File: src/rtl/rwcp_pkg.sv
`default_nettype none

package rwcp_pkg;

    // Reset value of the smallest accepted fmt chunk length.
    localparam logic [7:0] MIN_FORMAT_LENGTH_RESET = 8'd16;

    // Little-endian chunk tags as they appear in the shift word.
    localparam logic [31:0] TAG_RIFF = 32'h4646_4952;
    localparam logic [31:0] TAG_WAVE = 32'h4556_4157;
    localparam logic [31:0] TAG_FMT  = 32'h2074_6D66;
    localparam logic [31:0] TAG_DATA = 32'h6174_6164;

    // Byte position saturates at the top of its range.
    localparam logic [32:0] POS_MAX = {33{1'b1}};

    // Largest number of format bytes captured from the fmt chunk.
    localparam logic [4:0] FORMAT_BYTES = 5'd16;

    // Result status codes.
    localparam logic [2:0] STATUS_COMPLETE  = 3'd0;
    localparam logic [2:0] STATUS_NOT_RIFF  = 3'd1;
    localparam logic [2:0] STATUS_NOT_WAVE  = 3'd2;
    localparam logic [2:0] STATUS_FMT_SHORT = 3'd3;
    localparam logic [2:0] STATUS_END       = 3'd4;

    typedef enum logic [2:0] {
        PH_IDLE,
        PH_RIFF,
        PH_RLEN,
        PH_WAVE,
        PH_HEAD,
        PH_BODY,
        PH_DONE
    } phase_t;

    typedef struct packed {
        logic [7:0] file_byte;
        logic       first_byte;
    } byte_item_t;

    typedef struct packed {
        logic [2:0]  status;
        logic        format_found;
        logic        data_found;
        logic [15:0] format_tag;
        logic [15:0] channel_count;
        logic [31:0] sample_rate;
        logic [31:0] avg_bytes_per_second;
        logic [15:0] block_align;
        logic [15:0] bits_per_sample;
        logic [31:0] data_offset;
        logic [31:0] data_size;
    } result_item_t;

endpackage

`default_nettype wire

File: src/rtl/rwcp_core.sv
`default_nettype none

module rwcp_core (
    input  wire logic                  clk,
    input  wire logic                  rst_n,
    input  wire logic                  accept,
    input  wire rwcp_pkg::byte_item_t  item,
    input  wire logic [7:0]            min_format_length,
    output logic                       emit,
    output rwcp_pkg::result_item_t     result
);

    typedef struct packed {
        rwcp_pkg::phase_t phase;
        logic [32:0]      byte_position;
        logic [32:0]      riff_end;
        logic [31:0]      word_shift;
        logic [31:0]      chunk_tag;
        logic [32:0]      chunk_remaining;
        logic [127:0]     format_bytes;
        logic [1:0]       found_flags;
        logic [31:0]      data_off;
        logic [31:0]      data_len;
        logic [3:0]       sub_count;
        logic [4:0]       capture_left;
        logic [3:0]       capture_index;
    } state_t;

    state_t     state_reg;
    state_t     state_next;
    state_t     cur;
    logic [2:0] status;
    logic       do_boundary;
    logic [31:0] len;

    // One byte of parsing: everything is worked out from the current state and the byte.
    always_comb begin
        cur = state_reg;
        if (item.first_byte) begin
            cur = '0;
            cur.phase = rwcp_pkg::PH_RIFF;
        end
        state_next  = cur;
        emit        = 1'b0;
        status      = rwcp_pkg::STATUS_COMPLETE;
        do_boundary = 1'b0;
        len         = '0;

        if (cur.phase != rwcp_pkg::PH_IDLE && cur.phase != rwcp_pkg::PH_DONE) begin
            if (cur.byte_position != rwcp_pkg::POS_MAX) begin
                state_next.byte_position = cur.byte_position + 33'd1;
            end

            if (cur.phase == rwcp_pkg::PH_BODY) begin
                // Body byte: capture format bytes, then count down the chunk.
                if (cur.capture_left != 5'd0) begin
                    state_next.format_bytes[{cur.capture_index, 3'b000} +: 8] = item.file_byte;
                    state_next.capture_index = cur.capture_index + 4'd1;
                    state_next.capture_left  = cur.capture_left - 5'd1;
                    if (cur.capture_left == 5'd1 && cur.found_flags[1]
                            && cur.data_len != 32'd0) begin
                        emit   = 1'b1;
                        status = rwcp_pkg::STATUS_COMPLETE;
                    end
                end
                if (!emit) begin
                    state_next.chunk_remaining = cur.chunk_remaining - 33'd1;
                    if (cur.chunk_remaining == 33'd1) begin
                        do_boundary = 1'b1;
                    end
                end
            end else begin
                state_next.word_shift = {item.file_byte, cur.word_shift[31:8]};
                state_next.sub_count  = cur.sub_count + 4'd1;
                len = state_next.word_shift;

                unique case (cur.phase)
                    rwcp_pkg::PH_RIFF: begin
                        if (state_next.sub_count == 4'd4) begin
                            if (len != rwcp_pkg::TAG_RIFF) begin
                                emit   = 1'b1;
                                status = rwcp_pkg::STATUS_NOT_RIFF;
                            end else begin
                                state_next.phase     = rwcp_pkg::PH_RLEN;
                                state_next.sub_count = 4'd0;
                            end
                        end
                    end
                    rwcp_pkg::PH_RLEN: begin
                        if (state_next.sub_count == 4'd4) begin
                            state_next.riff_end  = {1'b0, len} + 33'd8;
                            state_next.phase     = rwcp_pkg::PH_WAVE;
                            state_next.sub_count = 4'd0;
                        end
                    end
                    rwcp_pkg::PH_WAVE: begin
                        if (state_next.sub_count == 4'd4) begin
                            if (len != rwcp_pkg::TAG_WAVE) begin
                                emit   = 1'b1;
                                status = rwcp_pkg::STATUS_NOT_WAVE;
                            end else begin
                                do_boundary = 1'b1;
                            end
                        end
                    end
                    default: begin
                        // Chunk header: tag in the first four bytes, length in the next four.
                        if (state_next.sub_count == 4'd4) begin
                            state_next.chunk_tag = len;
                        end else if (state_next.sub_count >= 4'd8) begin
                            state_next.sub_count = 4'd0;
                            state_next.chunk_remaining =
                                ({1'b0, len} + 33'd1) & ~33'd1;
                            state_next.capture_left = 5'd0;
                            if (cur.chunk_tag == rwcp_pkg::TAG_FMT && !cur.found_flags[0]) begin
                                if (len < {24'd0, min_format_length}) begin
                                    emit   = 1'b1;
                                    status = rwcp_pkg::STATUS_FMT_SHORT;
                                end else begin
                                    state_next.found_flags[0] = 1'b1;
                                    state_next.capture_left =
                                        (len < {27'd0, rwcp_pkg::FORMAT_BYTES}) ?
                                        len[4:0] : rwcp_pkg::FORMAT_BYTES;
                                    state_next.capture_index = 4'd0;
                                    if (len == 32'd0 && cur.found_flags[1]
                                            && cur.data_len != 32'd0) begin
                                        emit   = 1'b1;
                                        status = rwcp_pkg::STATUS_COMPLETE;
                                    end
                                end
                            end else if (cur.chunk_tag == rwcp_pkg::TAG_DATA) begin
                                state_next.data_off       = state_next.byte_position[31:0];
                                state_next.data_len       = len;
                                state_next.found_flags[1] = 1'b1;
                                if (cur.found_flags[0]) begin
                                    emit   = 1'b1;
                                    status = rwcp_pkg::STATUS_COMPLETE;
                                end
                            end
                            if (!emit) begin
                                if (state_next.chunk_remaining == 33'd0) begin
                                    do_boundary = 1'b1;
                                end else begin
                                    state_next.phase = rwcp_pkg::PH_BODY;
                                end
                            end
                        end
                    end
                endcase
            end

            // Chunk boundary: stop at the RIFF end, otherwise start a new header.
            if (do_boundary && !emit) begin
                if (state_next.byte_position >= cur.riff_end) begin
                    emit   = 1'b1;
                    status = rwcp_pkg::STATUS_END;
                end else begin
                    state_next.phase     = rwcp_pkg::PH_HEAD;
                    state_next.sub_count = 4'd0;
                end
            end

            if (emit) begin
                state_next.phase = rwcp_pkg::PH_DONE;
            end
        end
    end

    // Result fields always show the state as it stands after this byte.
    always_comb begin
        result.status               = status;
        result.format_found         = state_next.found_flags[0];
        result.data_found           = state_next.found_flags[1];
        result.format_tag           = state_next.format_bytes[15:0];
        result.channel_count        = state_next.format_bytes[31:16];
        result.sample_rate          = state_next.format_bytes[63:32];
        result.avg_bytes_per_second = state_next.format_bytes[95:64];
        result.block_align          = state_next.format_bytes[111:96];
        result.bits_per_sample      = state_next.format_bytes[127:112];
        result.data_offset          = state_next.data_off;
        result.data_size            = state_next.data_len;
    end

    // Parse state advances on every accepted item.
    always_ff @(posedge clk or negedge rst_n) begin
        if (!rst_n) begin
            state_reg <= '0;
        end else if (accept) begin
            state_reg <= state_next;
        end
    end

endmodule

`default_nettype wire

File: src/rtl/riff_wave_chunk_parser_top.sv
// A result is registered at the edge that accepts its byte, in the skid slot if one waits.
// Throughput: one byte per cycle while byte_stall is low; the parse state updates per byte.
// A two-entry result buffer keeps bytes flowing while one result waits; the input
// stalls only while both entries hold results.
// Reset: rst_n clears the parse state to idle and min_format_length to 16; bytes are
// ignored until one arrives with first_byte set.
`default_nettype none

module riff_wave_chunk_parser_top (
    input  wire logic                  clk,
    input  wire logic                  rst_n,
    input  wire logic                  cfg_write_en,
    input  wire logic [7:0]            cfg_write_data,
    input  wire logic                  byte_valid,
    output logic                       byte_stall,
    input  wire rwcp_pkg::byte_item_t  byte_item,
    output logic                       result_valid,
    input  wire logic                  result_stall,
    output rwcp_pkg::result_item_t     result_item
);

    logic [7:0]             min_format_length_reg;
    logic                   accept;
    logic                   emit;
    rwcp_pkg::result_item_t core_result;
    logic                   result_valid_reg;
    rwcp_pkg::result_item_t result_reg;
    logic                   skid_valid_reg;
    rwcp_pkg::result_item_t skid_reg;
    logic                   new_result;

    // Configuration register.
    always_ff @(posedge clk or negedge rst_n) begin
        if (!rst_n) begin
            min_format_length_reg <= rwcp_pkg::MIN_FORMAT_LENGTH_RESET;
        end else if (cfg_write_en) begin
            min_format_length_reg <= cfg_write_data;
        end
    end

    // An item is taken whenever the skid slot is free.
    assign byte_stall = skid_valid_reg;
    assign accept     = byte_valid && !byte_stall;
    assign new_result = accept && emit;

    rwcp_core u_core (
        .clk               (clk),
        .rst_n             (rst_n),
        .accept            (accept),
        .item              (byte_item),
        .min_format_length (min_format_length_reg),
        .emit              (emit),
        .result            (core_result)
    );

    // Result register with a skid slot behind it.
    always_ff @(posedge clk or negedge rst_n) begin
        if (!rst_n) begin
            result_valid_reg <= 1'b0;
            skid_valid_reg   <= 1'b0;
        end else if (!result_valid_reg || !result_stall) begin
            if (skid_valid_reg) begin
                result_valid_reg <= 1'b1;
                skid_valid_reg   <= 1'b0;
            end else begin
                result_valid_reg <= new_result;
            end
        end else if (new_result) begin
            skid_valid_reg <= 1'b1;
        end
    end

    // Payload of both slots needs no reset.
    always_ff @(posedge clk) begin
        if (!result_valid_reg || !result_stall) begin
            if (skid_valid_reg) begin
                result_reg <= skid_reg;
            end else if (new_result) begin
                result_reg <= core_result;
            end
        end else if (new_result) begin
            skid_reg <= core_result;
        end
    end

    assign result_valid = result_valid_reg;
    assign result_item  = result_reg;

    // The skid slot only fills behind a waiting result.
    assert property (@(posedge clk) disable iff (!rst_n)
        skid_valid_reg |-> result_valid_reg)
        else $error("skid slot full while result register empty");

    // A result is only produced by an accepted item.
    assert property (@(posedge clk) disable iff (!rst_n)
        (!result_valid_reg && !skid_valid_reg && !accept) |=> !result_valid_reg)
        else $error("result appeared without an accepted item");

    // A waiting skid item moves forward as soon as the result is taken.
    assert property (@(posedge clk) disable iff (!rst_n)
        (skid_valid_reg && !result_stall) |=> (!skid_valid_reg && result_valid_reg))
        else $error("skid item not forwarded");

endmodule

`default_nettype wire

File: config.mk
export PLATFORM = sky130hd
export DESIGN_NAME = riff_wave_chunk_parser_top
export DESIGN_NICKNAME = d
export VERILOG_FILES = /design/src/rtl/rwcp_pkg.sv /design/src/rtl/rwcp_core.sv /design/src/rtl/riff_wave_chunk_parser_top.sv
export SDC_FILE = /design/constraint.sdc
export NUM_CORES = 2
export LEC_CHECK = 0
export BUFFER_PORTS_ARGS = -buffer_cell sky130_fd_sc_hd__buf_2
export CAP_MARGIN = 20
export CORE_MARGIN = 5
export CORE_UTILIZATION = 55
export CTS_CLUSTER_DIAMETER = 40
export DETAILED_ROUTE_END_ITERATION = 8
export HOLD_SLACK_MARGIN = 0.12
export PLACE_DENSITY_LB_ADDON = 0.15
export SKIP_LAST_GASP = 1
export SYNTH_ARGS = -nofsm -noshare
export SYNTH_HDL_FRONTEND = slang
export SYNTH_SLANG_ARGS = --single-unit
File: constraint.sdc
create_clock -name clk -period 26.7 [get_ports clk]
set_clock_uncertainty 0.15 [all_clocks]
set_input_delay 5.34 -clock clk [delete_from_list [all_inputs] [get_ports clk]]
set_output_delay 5.34 -clock clk [all_outputs]
set_load 0.005 [all_outputs]
==> impl_metrics.csv <==
group,metric,value,unit
synthesis,synthTopCellsByCount,"nand2_1, edfxtp_1, o21ai_0",
clock_network,root_buffer,"clkbuf_16",
power,comb_power_share,16.3,%
routing,vias,29870,
job,drv_cap,0,
clock_network,clk_path_buf_depth,3,
clock_network,path_clk_slew,50,ps
hold_path,hold_class,"reg -> reg",
timing,max_slew.worst_pin.slew,1085,ps
layout,fin_nets,3899,
clock_network,cts_buffers,111,
synthesis,synth-seq-cells,769,
global_routing,grt_max_degree,146,
setup_path,critPathMaxFanout,91,
synthesis,ys_seq_area_share,55.46,%
clock_network,cts_tree,"yes",
floorplanning,design.core.area,0.06883,mm²
global_routing,grt_usage,29.70,%
layout,largest_reg_flops,365,
synthesis,syn_area,0.03826,mm²
global_routing,antenna_found_initial,2,
global_routing,grt_overflow,0,
routing,drtIter0Drc,3682,
power,clockPowerShare,41.9,%
setup_path,crit_chain,"buf_6 -> buf_4 -> nand2b_1 -> nor3_1 -> and3_1 -> nand4b_1 -> nand3_1 -> nor4_1 -> xnor2_1 -> ha_1 -> a21oi_1 -> or2_2 -> nand4_1 -> a221o_1 -> a31o_2 -> a31oi_1 -> nor3_2 -> buf_4 -> buf_4",
synthesis,async_reset_ff_share,48.76,%
timing,period_minus_slack,11890,ps
setup_path,critPathMostFrequentCell,"buf_4",
timing,timing.hold.ws,317.0,ps
routing,wirelength,113.3,mm
synthesis,yosys_warnings,0,
synthesis,syn_inst,3698,
timing,clock.fmax,84.07,MHz
timing,slew_headroom,27.01,%
synthesis,avgSynthCellArea,10.34,µm²
clock_network,cts_setup_buffers,0,
synthesis,synth_top_cell_by_area,"edfxtp_1",
synthesis,syn-num-nets,3775,
global_routing,grt_pass1_vias,28640,
synthesis,synth_top_area_share,30.93,%
power,p_leak,18.38,nW
power,powerDensity,80.97,mW/mm²
synthesis,yosysMostFrequentCell,"nand2_1",
power,power.total,3.553,mW
timing,fin_crit_sh,44.55,%
setup_path,worstPathArrival,12040,ps
floorplanning,ios,221,
timing,finalSetupTns,0,ps
layout,fillers,5573,
layout,drive_gt1_share,19.59,%
layout,multi_input_area,0.01577,mm²
setup_path,worstSetupStartpointType,"primary input",
floorplanning,die_w,273.7,µm
timing,hold_viol,0,
setup_path,reg2reg_slack,19820,ps
synthesis,ys_types,97,
placement,port_buffers,220,
clock_network,cts_sinks,769,
layout,regArea,0.02122,mm²
synthesis,synth_edf_count,394,
placement,place_inst,4640,
clock_network,holdBufCountCts,0,
floorplanning,die_h,273.7,µm
placement,place_congestion,0.9511,
power,internal_power,2.465,mW
power,p_sw,1.088,mW
power,switching_share,30.63,%
power,ir_drop,0.00005518,V
run_status,outcome,"finished clean",
floorplanning,die_area,0.07493,mm²
timing,drv_slew,0,
timing,setup_violations,0,
synthesis,synth.area.top_cells,"edfxtp_1, dfrtp_1, nand2_1, mux2_2, o21ai_0",
floorplanning,initial_core_util,55.58,%
power,seq_power_share,41.8,%
placement,place_hpwl,71.67,mm
layout,final_cells,4854,
setup_path,crit_buf_inv,4,
routing,drc,0,
clock_network,cts_resized,0,
global_routing,grt_pass1_wl,174.1,mm
clock_network,clk_latency,670,ps
setup_path,critical_path_class,"in -> reg",
setup_path,required,26840,ps
routing,drt_pass1_iterations,5,
routing,via_per_inst,6.155,
layout,final_util,63.75,%
synthesis,synthFlopType,"edfxtp_1",
routing,ant_nets,0,
setup_path,cpPeakStageDelay,910,ps
layout,area_growth,14.70,%
routing,wl_per_cell,23.33,µm
clock_network,ctsHtreeMaxLevel,3,
setup_path,cp_slowest_cell,"buf_4",
floorplanning,rows,96,
timing,rsz0062_at_grt,"no",
setup_path,cp-end-kind,"register",
setup_path,crit_family,"buffers and inverters",
cells by family (layout without fill, tap and decap cells):
| kind of cell | Yosys count | in the layout | synth area share, % |
|---|---|---|---|
| buffers and inverters | 340 | 563 | 3.483 |
| AO/OA/AOI/OAI | 755 | 755 | 12.11 |
| flip-flops | 769 | 769 | 55.46 |
| other | 0 | 2 | 0 |
| XOR/XNOR | 70 | 70 | 1.622 |
| adder cells (fa/ha/maj) | 55 | 55 | 1.799 |
| AND/OR/NAND/NOR | 1454 | 1454 | 18.12 |
| multiplexers | 255 | 255 | 7.401 |
through the flow:
step	area, µm²	setup WS, ps
floorplan	38260	2093
global placement	40000	14460
detailed placement	40000	14310
CTS	43870	14990
global route	43880	14380
finish	43880	14810
power by group through the flow:
stage,Sequential (mW),Clock [mW],Combinational [mW]
2_1_floorplan,1.48,0,0.363
3_3_place_gp,1.50,0,0.563
3_5_place_dp,1.50,0,0.567
4_1_cts,1.48,1.51,0.570
5_1_grt,1.49,1.57,0.625
6_report,1.49,1.49,0.578
layer usage:
| layer | up-vias | share of wire [%] | global-route usage (%) |
|---|---|---|---|
| met5 | - | 0.0062 | 0 |
| met4 | 2 | 3.5 | 11.02 |
| met3 | 244 | 7.9 | 4.917 |
| met2 | 1321 | 45 | 44.78 |
| met1 | 14650 | 44 | 43.71 |
| li1 | 13660 | - | - |
area by class of cell:
cell class / instances / share of cell area [%]
flip-flops and latches: 769 / 48.36
clock inverters: 78 / 2.141
clock buffers: 134 / 6.690
diodes: 2 / 0.01141
inverters: 74 / 0.6616
well taps: 931 / 2.655
repair buffers: 277 / 3.550
multi-input cells: 2589 / 35.93
path summary, 6_finish.rpt:
path,start,end,depth (start not counted)
worst max-delay path,byte_item[0],skid_reg[193],19
max in group asynchronous,rst_n,u_core.state_reg[83],3
worst min register to register,u_core.state_reg[147],u_core.state_reg[147],2
min in group asynchronous,rst_n,u_core.state_reg[22],1
worst max register to register,u_core.state_reg[358],skid_reg[193],20
worst min-delay path,u_core.state_reg[147],u_core.state_reg[147],2
cells in the final DEF, fill, tap and decap left out, types with 15 or more instances in the layout:
cell and count:
nand3_1 188, a21o_1 34, nor2_1 143, xor2_1 20, o21ai_0 376, o22ai_1 15
mux2_2 223, ha_1 55, o31ai_1 31, nand2b_1 16, nor2b_1 37, clkbuf_16 112
a21oi_1 78, xnor2_1 49, and2_1 21, nand4_1 43, nand2_1 736, clkbuf_1 17
and3_1 35, dfrtp_1 373, inv_6 17, edfxtp_1 394, a22oi_1 46, nor3_1 55
inv_1 72, mux2i_1 32, a22o_1 25, buf_2 218, a31oi_1 24, buf_4 56
or2_2 30, nor4_1 44
worst register-to-register path, cell delays in order (launching register included):
cell and delay [ps]:
dfrtp_1 470, and3_1 230, nand3_1 200, nor3b_1 370
nand4b_1 550, nand3_1 490, nor4_1 100, xnor2_1 300
nor2_1 80, ha_1 320, a21o_1 120, a21o_1 110
a21oi_1 80, or2_2 270, nand4_1 100, a221o_1 160
a31o_2 190, a31oi_1 170, nor3_2 150, buf_4 720
buf_4 1050
Note: power is estimated with default switching activity, not from simulation.
